## config.mk

```make
export PLATFORM = sky130hd
export DESIGN_NAME = grid_checksum_error_locator_top
export DESIGN_NICKNAME = d
export VERILOG_FILES = /design/src/gcel_pkg.sv /design/src/gcel_front.sv /design/src/gcel_queue.sv /design/src/gcel_back.sv /design/src/grid_checksum_error_locator_top.sv
export SDC_FILE = /design/constraint.sdc
export NUM_CORES = 2
export LEC_CHECK = 0
export BUFFER_PORTS_ARGS = -buffer_cell sky130_fd_sc_hd__buf_4
export CAP_MARGIN = 20
export CORE_ASPECT_RATIO = 1.25
export CORE_MARGIN = 8
export CORE_UTILIZATION = 63
export DETAILED_ROUTE_END_ITERATION = 8
export PLACE_DENSITY = 0.79
export SLEW_MARGIN = 20
export SYNTH_ARGS = -nofsm -noshare
export SYNTH_HDL_FRONTEND = slang
export SYNTH_SLANG_ARGS = --single-unit
```

## constraint.sdc

```tcl
create_clock -name clk -period 6.46 [get_ports clk]
set_input_delay 0.646 -clock clk [delete_from_list [all_inputs] [get_ports clk]]
set_output_delay 0.646 -clock clk [all_outputs]
set_load 0.02 [all_outputs]
```

## src/gcel_pkg.sv

```systemverilog
`timescale 1ns / 1ps

package gcel_pkg;

    // default grid limits
    localparam int MAX_ROWS_DEF = 64;
    localparam int MAX_COLS_DEF = 64;

    // configuration register width and reset value
    localparam int                CFG_W     = 7;
    localparam logic [CFG_W-1:0]  DIM_RESET = 7'd64;

    // width of the reported row and column numbers
    localparam int IDX_W = 6;

    // depth of the queue between front and back
    localparam int QUEUE_DEPTH = 4;

    // configuration register indexes
    typedef logic [0:0] cfg_index_t;
    localparam cfg_index_t REG_DATA_ROWS = 1'b0;
    localparam cfg_index_t REG_DATA_COLS = 1'b1;

    // role of one grid cell
    typedef enum logic [1:0] {
        KIND_DATA,
        KIND_ROW_CHECK,
        KIND_COL_CHECK,
        KIND_CORNER
    } item_kind_t;

    // classified cell as it travels from front to back
    typedef struct packed {
        item_kind_t             kind;
        logic [7:0]             data;
        logic [IDX_W-1:0]       row;
        logic [CFG_W-1:0]       col;
    } item_t;

endpackage

```

## src/gcel_front.sv

```systemverilog
`timescale 1ns / 1ps

module gcel_front #(
    parameter int MAX_ROWS = gcel_pkg::MAX_ROWS_DEF,
    parameter int MAX_COLS = gcel_pkg::MAX_COLS_DEF
) (
    input  logic                      clk,
    input  logic                      rst_n,
    input  logic                      cfg_we,
    input  gcel_pkg::cfg_index_t      cfg_index,
    input  logic [gcel_pkg::CFG_W-1:0] cfg_data,
    input  logic                      in_valid,
    output logic                      in_stall,
    input  logic [7:0]                grid_byte,
    input  logic                      q_full,
    output logic                      push,
    output gcel_pkg::item_t           push_item
);
    import gcel_pkg::*;

    localparam int RPW = $clog2(MAX_ROWS + 1);
    localparam int CPW = $clog2(MAX_COLS + 1);

    logic [CFG_W-1:0] data_rows_reg;
    logic [CFG_W-1:0] data_cols_reg;
    logic [RPW-1:0]   row_pos_reg;
    logic [RPW-1:0]   row_pos_next;
    logic [CPW-1:0]   col_pos_reg;
    logic [CPW-1:0]   col_pos_next;
    logic [RPW-1:0]   rows_eff;
    logic [CPW-1:0]   cols_eff;
    item_kind_t       kind;

    // clamp the grid dimensions into range
    always_comb
    begin
        if (data_rows_reg == '0)
            rows_eff = RPW'(1);
        else if (int'(data_rows_reg) > MAX_ROWS)
            rows_eff = RPW'(MAX_ROWS);
        else
            rows_eff = RPW'(data_rows_reg);

        if (data_cols_reg == '0)
            cols_eff = CPW'(1);
        else if (int'(data_cols_reg) > MAX_COLS)
            cols_eff = CPW'(MAX_COLS);
        else
            cols_eff = CPW'(data_cols_reg);
    end

    // classify the cell from the grid position
    always_comb
    begin
        if (row_pos_reg < rows_eff)
        begin
            if (col_pos_reg < cols_eff)
            begin
                kind         = KIND_DATA;
                row_pos_next = row_pos_reg;
                col_pos_next = col_pos_reg + 1'b1;
            end
            else
            begin
                kind         = KIND_ROW_CHECK;
                row_pos_next = row_pos_reg + 1'b1;
                col_pos_next = '0;
            end
        end
        else if (col_pos_reg < cols_eff)
        begin
            kind         = KIND_COL_CHECK;
            row_pos_next = row_pos_reg;
            col_pos_next = col_pos_reg + 1'b1;
        end
        else
        begin
            kind         = KIND_CORNER;
            row_pos_next = '0;
            col_pos_next = '0;
        end
    end

    assign in_stall       = q_full;
    assign push           = in_valid && !q_full;
    assign push_item.kind = kind;
    assign push_item.data = grid_byte;
    assign push_item.row  = IDX_W'(row_pos_reg);
    assign push_item.col  = CFG_W'(col_pos_reg);

    // configuration registers and grid position
    always_ff @(posedge clk or negedge rst_n)
    begin
        if (!rst_n)
        begin
            data_rows_reg <= DIM_RESET;
            data_cols_reg <= DIM_RESET;
            row_pos_reg   <= '0;
            col_pos_reg   <= '0;
        end
        else
        begin
            if (cfg_we)
            begin
                unique case (cfg_index)
                    REG_DATA_ROWS: data_rows_reg <= cfg_data;
                    REG_DATA_COLS: data_cols_reg <= cfg_data;
                endcase
            end
            if (push)
            begin
                row_pos_reg <= row_pos_next;
                col_pos_reg <= col_pos_next;
            end
        end
    end

endmodule

```

## src/gcel_queue.sv

```systemverilog
`timescale 1ns / 1ps

module gcel_queue (
    input  logic            clk,
    input  logic            rst_n,
    input  logic            push,
    input  gcel_pkg::item_t push_item,
    output logic            full,
    input  logic            pop,
    output logic            head_valid,
    output gcel_pkg::item_t head_item
);
    import gcel_pkg::*;

    localparam int PTR_W = (QUEUE_DEPTH > 1) ? $clog2(QUEUE_DEPTH) : 1;
    localparam int CNT_W = $clog2(QUEUE_DEPTH + 1);

    item_t            slot_reg [QUEUE_DEPTH];
    logic [PTR_W-1:0] wr_ptr_reg;
    logic [PTR_W-1:0] rd_ptr_reg;
    logic [CNT_W-1:0] count_reg;

    assign full       = (count_reg == CNT_W'(QUEUE_DEPTH));
    assign head_valid = (count_reg != '0);
    assign head_item  = slot_reg[rd_ptr_reg];

    // entry storage
    always_ff @(posedge clk)
    begin
        if (push)
            slot_reg[wr_ptr_reg] <= push_item;
    end

    // pointers and fill count
    always_ff @(posedge clk or negedge rst_n)
    begin
        if (!rst_n)
        begin
            wr_ptr_reg <= '0;
            rd_ptr_reg <= '0;
            count_reg  <= '0;
        end
        else
        begin
            if (push)
                wr_ptr_reg <= (wr_ptr_reg == PTR_W'(QUEUE_DEPTH - 1)) ? '0 : wr_ptr_reg + 1'b1;
            if (pop)
                rd_ptr_reg <= (rd_ptr_reg == PTR_W'(QUEUE_DEPTH - 1)) ? '0 : rd_ptr_reg + 1'b1;
            if (push && !pop)
                count_reg <= count_reg + 1'b1;
            else if (pop && !push)
                count_reg <= count_reg - 1'b1;
        end
    end

    // checks
    a_count_bound: assert property (@(posedge clk) disable iff (!rst_n)
        count_reg <= CNT_W'(QUEUE_DEPTH))
        else $error("queue count above depth");

    a_no_push_full: assert property (@(posedge clk) disable iff (!rst_n)
        full |-> !push)
        else $error("push into full queue");

    a_no_pop_empty: assert property (@(posedge clk) disable iff (!rst_n)
        !head_valid |-> !pop)
        else $error("pop from empty queue");

endmodule

```

## src/gcel_back.sv

```systemverilog
`timescale 1ns / 1ps

module gcel_back #(
    parameter int MAX_COLS = gcel_pkg::MAX_COLS_DEF
) (
    input  logic                       clk,
    input  logic                       rst_n,
    input  logic                       head_valid,
    input  gcel_pkg::item_t            head_item,
    output logic                       pop,
    output logic                       out_valid,
    input  logic                       out_stall,
    output logic                       row_bad_found,
    output logic                       col_bad_found,
    output logic [gcel_pkg::IDX_W-1:0] bad_row_index,
    output logic [gcel_pkg::IDX_W-1:0] bad_col_index,
    output logic [7:0]                 stored_value,
    output logic [7:0]                 row_corrected_value,
    output logic [7:0]                 col_corrected_value
);
    import gcel_pkg::*;

    localparam int CIW      = (MAX_COLS > 1) ? $clog2(MAX_COLS) : 1;
    localparam int RS_DEPTH = 2 ** (CIW + 1);

    // column sums and the two row banks
    logic [7:0] colsum_mem [MAX_COLS];
    logic [7:0] row_mem    [RS_DEPTH];

    // execute stage
    logic              b_valid_reg;
    item_t             b_item_reg;
    logic [7:0]        col_rd_reg;
    logic              fwd_reg;
    logic [7:0]        fwd_data_reg;
    logic              zero_reg;

    // stream state
    logic [MAX_COLS-1:0]  col_valid_reg;
    logic [7:0]           row_sum_reg;
    logic                 cur_bank_reg;
    logic                 bad_row_seen_reg;
    logic [IDX_W-1:0]     bad_row_num_reg;
    logic [7:0]           row_diff_reg;
    logic                 bad_col_seen_reg;
    logic [CIW-1:0]       bad_col_num_reg;
    logic [7:0]           col_diff_reg;

    // result register
    logic             o_valid_reg;
    logic             o_row_found_reg;
    logic             o_col_found_reg;
    logic [IDX_W-1:0] o_row_idx_reg;
    logic [IDX_W-1:0] o_col_idx_reg;
    logic [7:0]       o_row_diff_reg;
    logic [7:0]       o_col_diff_reg;
    logic [7:0]       rs_rd_reg;

    logic [CIW-1:0] b_col;
    logic [CIW-1:0] head_col;
    logic [7:0]     col_sum;
    logic [7:0]     new_sum;
    logic           b_hold;
    logic           b_fire;
    logic           data_fire;
    logic           row_fire;
    logic           col_fire;
    logic           corner_fire;
    logic           both_found;

    assign b_col    = CIW'(b_item_reg.col);
    assign head_col = CIW'(head_item.col);

    // column sum seen by the execute stage, with bypass of the last write
    assign col_sum = fwd_reg ? fwd_data_reg : (zero_reg ? 8'd0 : col_rd_reg);
    assign new_sum = col_sum + b_item_reg.data;

    // a corner waits only while an earlier result is still held
    assign b_hold      = b_valid_reg && (b_item_reg.kind == KIND_CORNER)
                         && o_valid_reg && out_stall;
    assign b_fire      = b_valid_reg && !b_hold;
    assign data_fire   = b_fire && (b_item_reg.kind == KIND_DATA);
    assign row_fire    = b_fire && (b_item_reg.kind == KIND_ROW_CHECK);
    assign col_fire    = b_fire && (b_item_reg.kind == KIND_COL_CHECK);
    assign corner_fire = b_fire && (b_item_reg.kind == KIND_CORNER);
    assign pop         = head_valid && !b_hold;

    // column sum memory: read on entry, write back on execute
    always_ff @(posedge clk)
    begin
        if (data_fire)
            colsum_mem[b_col] <= new_sum;
        if (pop)
            col_rd_reg <= colsum_mem[head_col];
    end

    // row banks: current row written, frozen bad row read at the corner
    always_ff @(posedge clk)
    begin
        if (data_fire)
            row_mem[{cur_bank_reg, b_col}] <= b_item_reg.data;
        if (corner_fire)
            rs_rd_reg <= row_mem[{~cur_bank_reg, bad_col_num_reg}];
    end

    // execute stage payload
    always_ff @(posedge clk)
    begin
        if (pop)
        begin
            b_item_reg   <= head_item;
            fwd_data_reg <= new_sum;
        end
    end

    // control and stream state
    always_ff @(posedge clk or negedge rst_n)
    begin
        if (!rst_n)
        begin
            b_valid_reg      <= 1'b0;
            fwd_reg          <= 1'b0;
            zero_reg         <= 1'b1;
            col_valid_reg    <= '0;
            row_sum_reg      <= '0;
            cur_bank_reg     <= 1'b0;
            bad_row_seen_reg <= 1'b0;
            bad_row_num_reg  <= '0;
            row_diff_reg     <= '0;
            bad_col_seen_reg <= 1'b0;
            bad_col_num_reg  <= '0;
            col_diff_reg     <= '0;
            o_valid_reg      <= 1'b0;
            o_row_found_reg  <= 1'b0;
            o_col_found_reg  <= 1'b0;
            o_row_idx_reg    <= '0;
            o_col_idx_reg    <= '0;
            o_row_diff_reg   <= '0;
            o_col_diff_reg   <= '0;
        end
        else
        begin
            // stage advance and hazard flags for the incoming transaction
            if (pop)
            begin
                b_valid_reg <= 1'b1;
                fwd_reg     <= data_fire && (b_col == head_col);
                zero_reg    <= !col_valid_reg[head_col] || corner_fire;
            end
            else if (b_fire)
            begin
                b_valid_reg <= 1'b0;
            end

            // data cell
            if (data_fire)
            begin
                row_sum_reg          <= row_sum_reg + b_item_reg.data;
                col_valid_reg[b_col] <= 1'b1;
            end

            // row checksum: freeze the bank on the first mismatch
            if (row_fire)
            begin
                row_sum_reg <= '0;
                if (!bad_row_seen_reg && (row_sum_reg != b_item_reg.data))
                begin
                    bad_row_seen_reg <= 1'b1;
                    bad_row_num_reg  <= b_item_reg.row;
                    row_diff_reg     <= row_sum_reg - b_item_reg.data;
                    cur_bank_reg     <= ~cur_bank_reg;
                end
            end

            // column checksum
            if (col_fire)
            begin
                if (!bad_col_seen_reg && (col_sum != b_item_reg.data))
                begin
                    bad_col_seen_reg <= 1'b1;
                    bad_col_num_reg  <= b_col;
                    col_diff_reg     <= col_sum - b_item_reg.data;
                end
            end

            // corner: capture result and rearm
            if (corner_fire)
            begin
                o_row_found_reg  <= bad_row_seen_reg;
                o_col_found_reg  <= bad_col_seen_reg;
                o_row_idx_reg    <= bad_row_num_reg;
                o_col_idx_reg    <= IDX_W'(bad_col_num_reg);
                o_row_diff_reg   <= row_diff_reg;
                o_col_diff_reg   <= col_diff_reg;
                col_valid_reg    <= '0;
                row_sum_reg      <= '0;
                bad_row_seen_reg <= 1'b0;
                bad_row_num_reg  <= '0;
                row_diff_reg     <= '0;
                bad_col_seen_reg <= 1'b0;
                bad_col_num_reg  <= '0;
                col_diff_reg     <= '0;
            end

            // result handshake
            if (corner_fire)
                o_valid_reg <= 1'b1;
            else if (o_valid_reg && !out_stall)
                o_valid_reg <= 1'b0;
        end
    end

    // result fields; the stored and corrected values are zero where there is no crossing
    assign both_found          = o_row_found_reg && o_col_found_reg;
    assign out_valid           = o_valid_reg;
    assign row_bad_found       = o_row_found_reg;
    assign col_bad_found       = o_col_found_reg;
    assign bad_row_index       = o_row_idx_reg;
    assign bad_col_index       = o_col_idx_reg;
    assign stored_value        = both_found ? rs_rd_reg : 8'd0;
    assign row_corrected_value = both_found ? (rs_rd_reg - o_row_diff_reg) : 8'd0;
    assign col_corrected_value = both_found ? (rs_rd_reg - o_col_diff_reg) : 8'd0;

    // checks
    a_corner_result: assert property (@(posedge clk) disable iff (!rst_n)
        corner_fire |=> (o_valid_reg && !bad_row_seen_reg && !bad_col_seen_reg
                         && (row_sum_reg == 8'd0) && (col_valid_reg == '0)))
        else $error("corner did not post a result and rearm");

    a_hold_corner: assert property (@(posedge clk) disable iff (!rst_n)
        b_hold |-> ((b_item_reg.kind == KIND_CORNER) && o_valid_reg && !pop))
        else $error("execute stage held without a waiting result");

    a_row_seen_rise: assert property (@(posedge clk) disable iff (!rst_n)
        $rose(bad_row_seen_reg) |-> $past(row_fire))
        else $error("bad row flagged outside a row checksum");

endmodule

```

## src/grid_checksum_error_locator_top.sv

```systemverilog
// Grid checksum error locator.
// Input channel (in_valid, in_stall, grid_byte) takes one grid cell per
// transaction in row-major order: data_rows rows of data_cols bytes, each
// followed by its mod-256 row checksum, then data_cols column checksums,
// then one corner byte. Only the corner byte produces a result transaction
// on the output channel (out_valid, out_stall and the result fields).
// Throughput is one cell per cycle while in_stall is low; the column sum
// read-modify-write loop sets it, with a bypass for back-to-back updates.
// After acceptance the corner byte passes through the queue, the execute
// stage and the result register, which drives out_valid.
// A four-entry queue parts the classifying front from the execute stage;
// in_stall rises only when that queue is full.
// While out_stall holds a result, later cells keep flowing until the next
// corner byte reaches the execute stage, which then waits for the output.
// Reset sets data_rows and data_cols to 64 and clears all running sums and
// flags at once; no clearing pass is needed. cfg_we writes data_rows (index 0)
// or data_cols (index 1); the user must write only while the block is idle (not enforced).
`timescale 1ns / 1ps

module grid_checksum_error_locator_top #(
    parameter int MAX_ROWS = gcel_pkg::MAX_ROWS_DEF,
    parameter int MAX_COLS = gcel_pkg::MAX_COLS_DEF
) (
    input  logic                       clk,
    input  logic                       rst_n,
    input  logic                       cfg_we,
    input  gcel_pkg::cfg_index_t       cfg_index,
    input  logic [gcel_pkg::CFG_W-1:0] cfg_data,
    input  logic                       in_valid,
    output logic                       in_stall,
    input  logic [7:0]                 grid_byte,
    output logic                       out_valid,
    input  logic                       out_stall,
    output logic                       row_bad_found,
    output logic                       col_bad_found,
    output logic [gcel_pkg::IDX_W-1:0] bad_row_index,
    output logic [gcel_pkg::IDX_W-1:0] bad_col_index,
    output logic [7:0]                 stored_value,
    output logic [7:0]                 row_corrected_value,
    output logic [7:0]                 col_corrected_value
);
    import gcel_pkg::*;

    logic  q_full;
    logic  push;
    item_t push_item;
    logic  pop;
    logic  head_valid;
    item_t head_item;

    // front: configuration and cell classification
    gcel_front #(
        .MAX_ROWS (MAX_ROWS),
        .MAX_COLS (MAX_COLS)
    ) u_front (
        .clk       (clk),
        .rst_n     (rst_n),
        .cfg_we    (cfg_we),
        .cfg_index (cfg_index),
        .cfg_data  (cfg_data),
        .in_valid  (in_valid),
        .in_stall  (in_stall),
        .grid_byte (grid_byte),
        .q_full    (q_full),
        .push      (push),
        .push_item (push_item)
    );

    // queue between front and back
    gcel_queue u_queue (
        .clk        (clk),
        .rst_n      (rst_n),
        .push       (push),
        .push_item  (push_item),
        .full       (q_full),
        .pop        (pop),
        .head_valid (head_valid),
        .head_item  (head_item)
    );

    // back: sums, checks and result
    gcel_back #(
        .MAX_COLS (MAX_COLS)
    ) u_back (
        .clk                 (clk),
        .rst_n               (rst_n),
        .head_valid          (head_valid),
        .head_item           (head_item),
        .pop                 (pop),
        .out_valid           (out_valid),
        .out_stall           (out_stall),
        .row_bad_found       (row_bad_found),
        .col_bad_found       (col_bad_found),
        .bad_row_index       (bad_row_index),
        .bad_col_index       (bad_col_index),
        .stored_value        (stored_value),
        .row_corrected_value (row_corrected_value),
        .col_corrected_value (col_corrected_value)
    );

endmodule
```

==> run_summary.xml <==
<?xml version="1.0" encoding="UTF-8"?>
<metrics>
  <group name="worst_setup_path">
    <metric name="endpoint_kind" unit="">register</metric>
    <metric name="crit_required" unit="ns">6.98</metric>
    <metric name="path_common_cell" unit="">mux2i_1</metric>
    <metric name="critical_path.reg2reg.startpoint" unit="">u_queue.rd_ptr_reg[1]$_DFFE_PN0P_</metric>
    <metric name="worst-path-max-fanout" unit="">128</metric>
    <metric name="start_kind" unit="">register</metric>
    <metric name="arrival" unit="ns">5.19</metric>
    <metric name="path_cells" unit="">mux2i_1 &gt; mux2_2 &gt; inv_8 &gt; buf_4 &gt; mux4_2 &gt; mux2i_1 &gt; mux2i_1 &gt; a32oi_1 &gt; o21ai_1</metric>
    <metric name="crit-reg2reg-capture" unit="">u_back.col_rd_reg[1]$_DFFE_PP_</metric>
    <metric name="setup.worst_path.class" unit="">reg2reg</metric>
    <metric name="worstRegToRegCells" unit="">9</metric>
    <metric name="crit_buf_inv" unit="">2</metric>
    <metric name="regToRegSetupSlack" unit="ns">1.79</metric>
    <metric name="crit_path_top_delay_cell" unit="">inv_8</metric>
    <metric name="critical_path.max_stage_delay" unit="ns">0.77</metric>
    <metric name="crit_family" unit="">multiplexers</metric>
  </group>
  <group name="timing">
    <metric name="slew_viol_final" unit="">0</metric>
    <metric name="timing.hold.ws" unit="ns">0.06174</metric>
    <metric name="hold_violations" unit="">0</metric>
    <metric name="tightestPinTransition" unit="ns">1.196</metric>
    <metric name="layout_setup_ws" unit="ns">1.793</metric>
    <metric name="slew_headroom" unit="">0.2011</metric>
    <metric name="max_freq" unit="MHz">214.3</metric>
    <metric name="finalSetupViolations" unit="">0</metric>
    <metric name="final.period_utilization" unit="">0.7224</metric>
    <metric name="final_period_minus_worst_setup_slack" unit="ns">4.667</metric>
    <metric name="grt_setup_unrepaired" unit="">false</metric>
    <metric name="worst_clock_skew" unit="ns">0.02525</metric>
    <metric name="timing.setup.tns" unit="ns">0</metric>
  </group>
  <group name="routing">
    <metric name="postRouteAntennaNets" unit="">0</metric>
    <metric name="dr_total_vias" unit="">38940</metric>
    <metric name="first_pass_iters" unit="">6</metric>
    <metric name="via_to_cell_ratio" unit="">6.698</metric>
    <metric name="route.detailed.wl_per_inst" unit="um">30.35</metric>
    <metric name="drtIter0Drc" unit="">4904</metric>
    <metric name="post-route-drc-count" unit="">0</metric>
    <metric name="totalWireLength" unit="um">176400</metric>
  </group>
  <group name="layout">
    <metric name="final_nets" unit="">4203</metric>
    <metric name="stdcell_count" unit="">5813</metric>
    <metric name="final_cell_mix" unit="">edfxtp_1, mux4_2, nand2_1, nor2_1, clkbuf_16</metric>
    <metric name="largest_register_ff_count" unit="">1024</metric>
    <metric name="fillCellCount" unit="">6809</metric>
    <metric name="layout.cell_area.non_filler" unit="um^2">81870</metric>
    <metric name="final_core_density" unit="">0.7029</metric>
    <metric name="most_common_library_cell_in_the_layout_ignoring_fill_and_taps" unit="">edfxtp_1</metric>
    <metric name="syn2layout_area_growth" unit="%">10.83</metric>
    <metric name="post_route_cells_drive_above_1_share" unit="">0.2152</metric>
  </group>
  <group name="die">
    <metric name="die-width" unit="um">322.3</metric>
    <metric name="rows" unit="">140</metric>
    <metric name="start_util" unit="">0.6342</metric>
    <metric name="pin_count" unit="">61</metric>
    <metric name="chipHeight" unit="um">398.8</metric>
    <metric name="floorplan.die_area" unit="um^2">128500</metric>
    <metric name="core-area" unit="um^2">116500</metric>
  </group>
  <group name="clocking">
    <metric name="h-tree-depth" unit="">4</metric>
    <metric name="cts.path.max_buffers" unit="">3</metric>
    <metric name="cts_root_buf" unit="">clkbuf_16</metric>
    <metric name="cts_tree" unit="">built</metric>
    <metric name="post_cts_resize_count" unit="">0</metric>
    <metric name="cts_inserted_buffers" unit="">164</metric>
    <metric name="clk_pin_slew" unit="ns">0.07</metric>
    <metric name="clk-insertion-delay-late" unit="ns">0.80</metric>
    <metric name="total_setup_buffers_inserted_after_cts" unit="">0</metric>
    <metric name="clock_sink_count" unit="">1842</metric>
  </group>
  <group name="placement">
    <metric name="post_dp_cell_area" unit="um^2">76470</metric>
    <metric name="detailed_place_hpwl" unit="um">102000</metric>
    <metric name="port_buffers" unit="">60</metric>
    <metric name="finalWeightedCongestion" unit="">0.8388</metric>
    <metric name="dp.cells" unit="">5508</metric>
    <metric name="post_place_setup_slack" unit="ns">1.860</metric>
  </group>
  <group name="synth">
    <metric name="synth.top_cells.by_area" unit="">edfxtp_1, mux4_2, dfrtp_1</metric>
    <metric name="area_share_of_the_largest_cell_type_after_synthesis" unit="">0.6789</metric>
    <metric name="synth-edff-count" unit="">1670</metric>
    <metric name="ys_ff_latch" unit="">1842</metric>
    <metric name="synth.yosys.seq_area_share" unit="">0.7372</metric>
    <metric name="post_synth.cell_area_avg" unit="um^2">18.37</metric>
    <metric name="syn-instance-count" unit="">4022</metric>
    <metric name="synth_cell_types" unit="">61</metric>
    <metric name="postSynth.asyncResetShare" unit="">0.09338</metric>
    <metric name="synth_area_leader_cell" unit="">edfxtp_1</metric>
    <metric name="syn-cell-area" unit="um^2">73870</metric>
    <metric name="synthesis.yosys.warnings" unit="">0</metric>
    <metric name="dominantRegCellSynth" unit="">edfxtp_1</metric>
    <metric name="synth.net_count" unit="">4112</metric>
  </group>
  <group name="power">
    <metric name="worst_ir_drop_vdd" unit="mV">0.7153</metric>
    <metric name="power_per_cell_area" unit="nW/um^2">506.5</metric>
    <metric name="post-layout-total-power" unit="mW">41.47</metric>
    <metric name="static_leakage" unit="nW">27.03</metric>
  </group>
  <group name="grt">
    <metric name="pin_count_of_the_biggest_net_entering_global_routing" unit="">129</metric>
    <metric name="antenna_found_initial" unit="">3</metric>
    <metric name="grt_remaining_overflow" unit="">0</metric>
    <metric name="gr-usage-all-layers" unit="">0.2758</metric>
    <metric name="first_global_vias" unit="">39600</metric>
    <metric name="grt_pass1_wl" unit="um">258800</metric>
  </group>
  <group name="flow_run">
    <metric name="max_cap_viol_count" unit="">0</metric>
  </group>
  <group name="run_status">
    <metric name="result_of_the_run" unit="">finished, final reports clean</metric>
  </group>
  <group name="min_path">
    <metric name="min-delay-start" unit="">grid_byte[6]</metric>
    <metric name="worst_hold_path.endpoint" unit="">u_queue.slot_reg[0][19]$_DFFE_PP_</metric>
    <metric name="hold_path_depth" unit="">1</metric>
    <metric name="hold_class" unit="">in2reg</metric>
  </group>
</metrics>
[cell type report]
cell class | count | area, um^2 | share of cell area
Multi-Input combinational cell | 1876 | 18490 | 0.2259
Timing Repair Buffer | 168 | 1379 | 0.01684
Clock buffer | 220 | 4491 | 0.05485
Antenna cell | 3 | 7.507 | 0.00009169
Inverter | 61 | 240.2 | 0.002934
Clock inverter | 81 | 835.8 | 0.01021
Sequential cell | 1842 | 54470 | 0.6653
Tap cell | 1562 | 1954 | 0.02387
[layer usage]
| layer | wire length (um) | vias to the layer above | track usage |
|---|---|---|---|
| met5 | 14 | - | 0 |
| met4 | 9729 | 2 | 0.1410 |
| met3 | 16030 | 516 | 0.05453 |
| met2 | 89230 | 2319 | 0.4608 |
| met1 | 61400 | 20010 | 0.3455 |
| li1 | - | 16090 | - |
[kinds of logic (layout without fill, tap and decap cells)]
family          after synthesis  count (layout)  share of synthesized area
compound gates              376             376                    0.03366
xor+xnor                     45              45                   0.005335
fa+ha+maj                    69              69                    0.01240
buf+inv                     304             530                    0.01704
flops                      1842            1842                     0.7372
mux                         510             510                     0.1403
other cells                   0               3                          0
simple gates                876             876                    0.05405
[cells in the mapped netlist, types with 9 or more instances]
cell type  count
xor2_1        18
mux2i_1       66
inv_1         59
nor2b_1       75
o211ai_1       9
o21ai_0       60
nor3_1        83
and3_1        49
dfrtp_1      169
a21oi_1       55
edfxtp_1    1670
a211oi_1      71
a31oi_1       60
buf_2         55
xnor2_1       27
nand2b_1      14
a22o_1        22
and2_1        39
a22oi_1       11
nand3_1       26
clkbuf_1     156
a21o_1        18
nor2_1       251
buf_1         22
o22ai_1       16
mux4_2       418
mux2_2        26
ha_1          62
nand2_1      303
[worst register-to-register path: stages (launching register included)]
cell and delay (ns):
dfrtp_1 0.76, mux2i_1 0.18, mux2_2 0.58, inv_8 0.78, buf_4 0.78, mux4_2 0.59, mux2i_1 0.31, mux2i_1 0.14
a32oi_1 0.21, o21ai_1 0.09
[power breakdown]
part	internal [mW]	total, mW	switching, mW
Combinational	4.73	14.3	9.52
Sequential	16.7	17.5	0.829
Clock	5.49	9.73	4.24
Total	26.9	41.5	14.6
[how the worst max path moves through the flow]
stage	depth (start not counted)	to	startpoint
3_3_place_gp	9	u_back.col_rd_reg[5]$_DFFE_PP_	u_queue.rd_ptr_reg[1]$_DFFE_PN0P_
2_1_floorplan	10	u_back.colsum_mem[0][7]$_DFFE_PP_	u_back.b_item_reg[14]$_DFFE_PP_
5_1_grt	10	u_back.zero_reg$_DFFE_PN1P_	u_queue.rd_ptr_reg[1]$_DFFE_PN0P_
6_report	9	u_back.col_rd_reg[1]$_DFFE_PP_	u_queue.rd_ptr_reg[1]$_DFFE_PN0P_
4_1_cts	9	u_back.col_rd_reg[2]$_DFFE_PP_	u_queue.rd_ptr_reg[1]$_DFFE_PN0P_
3_5_place_dp	9	u_back.col_rd_reg[2]$_DFFE_PP_	u_queue.rd_ptr_reg[1]$_DFFE_PN0P_
[what timing repair did]
item | 4_1_cts | 5_1_grt
hold buffers | 1 | 0
endpoints found under the setup margin | 0 | 0
hold endpoints to repair | 60 | 0
Power figures use the tool's default switching activity.
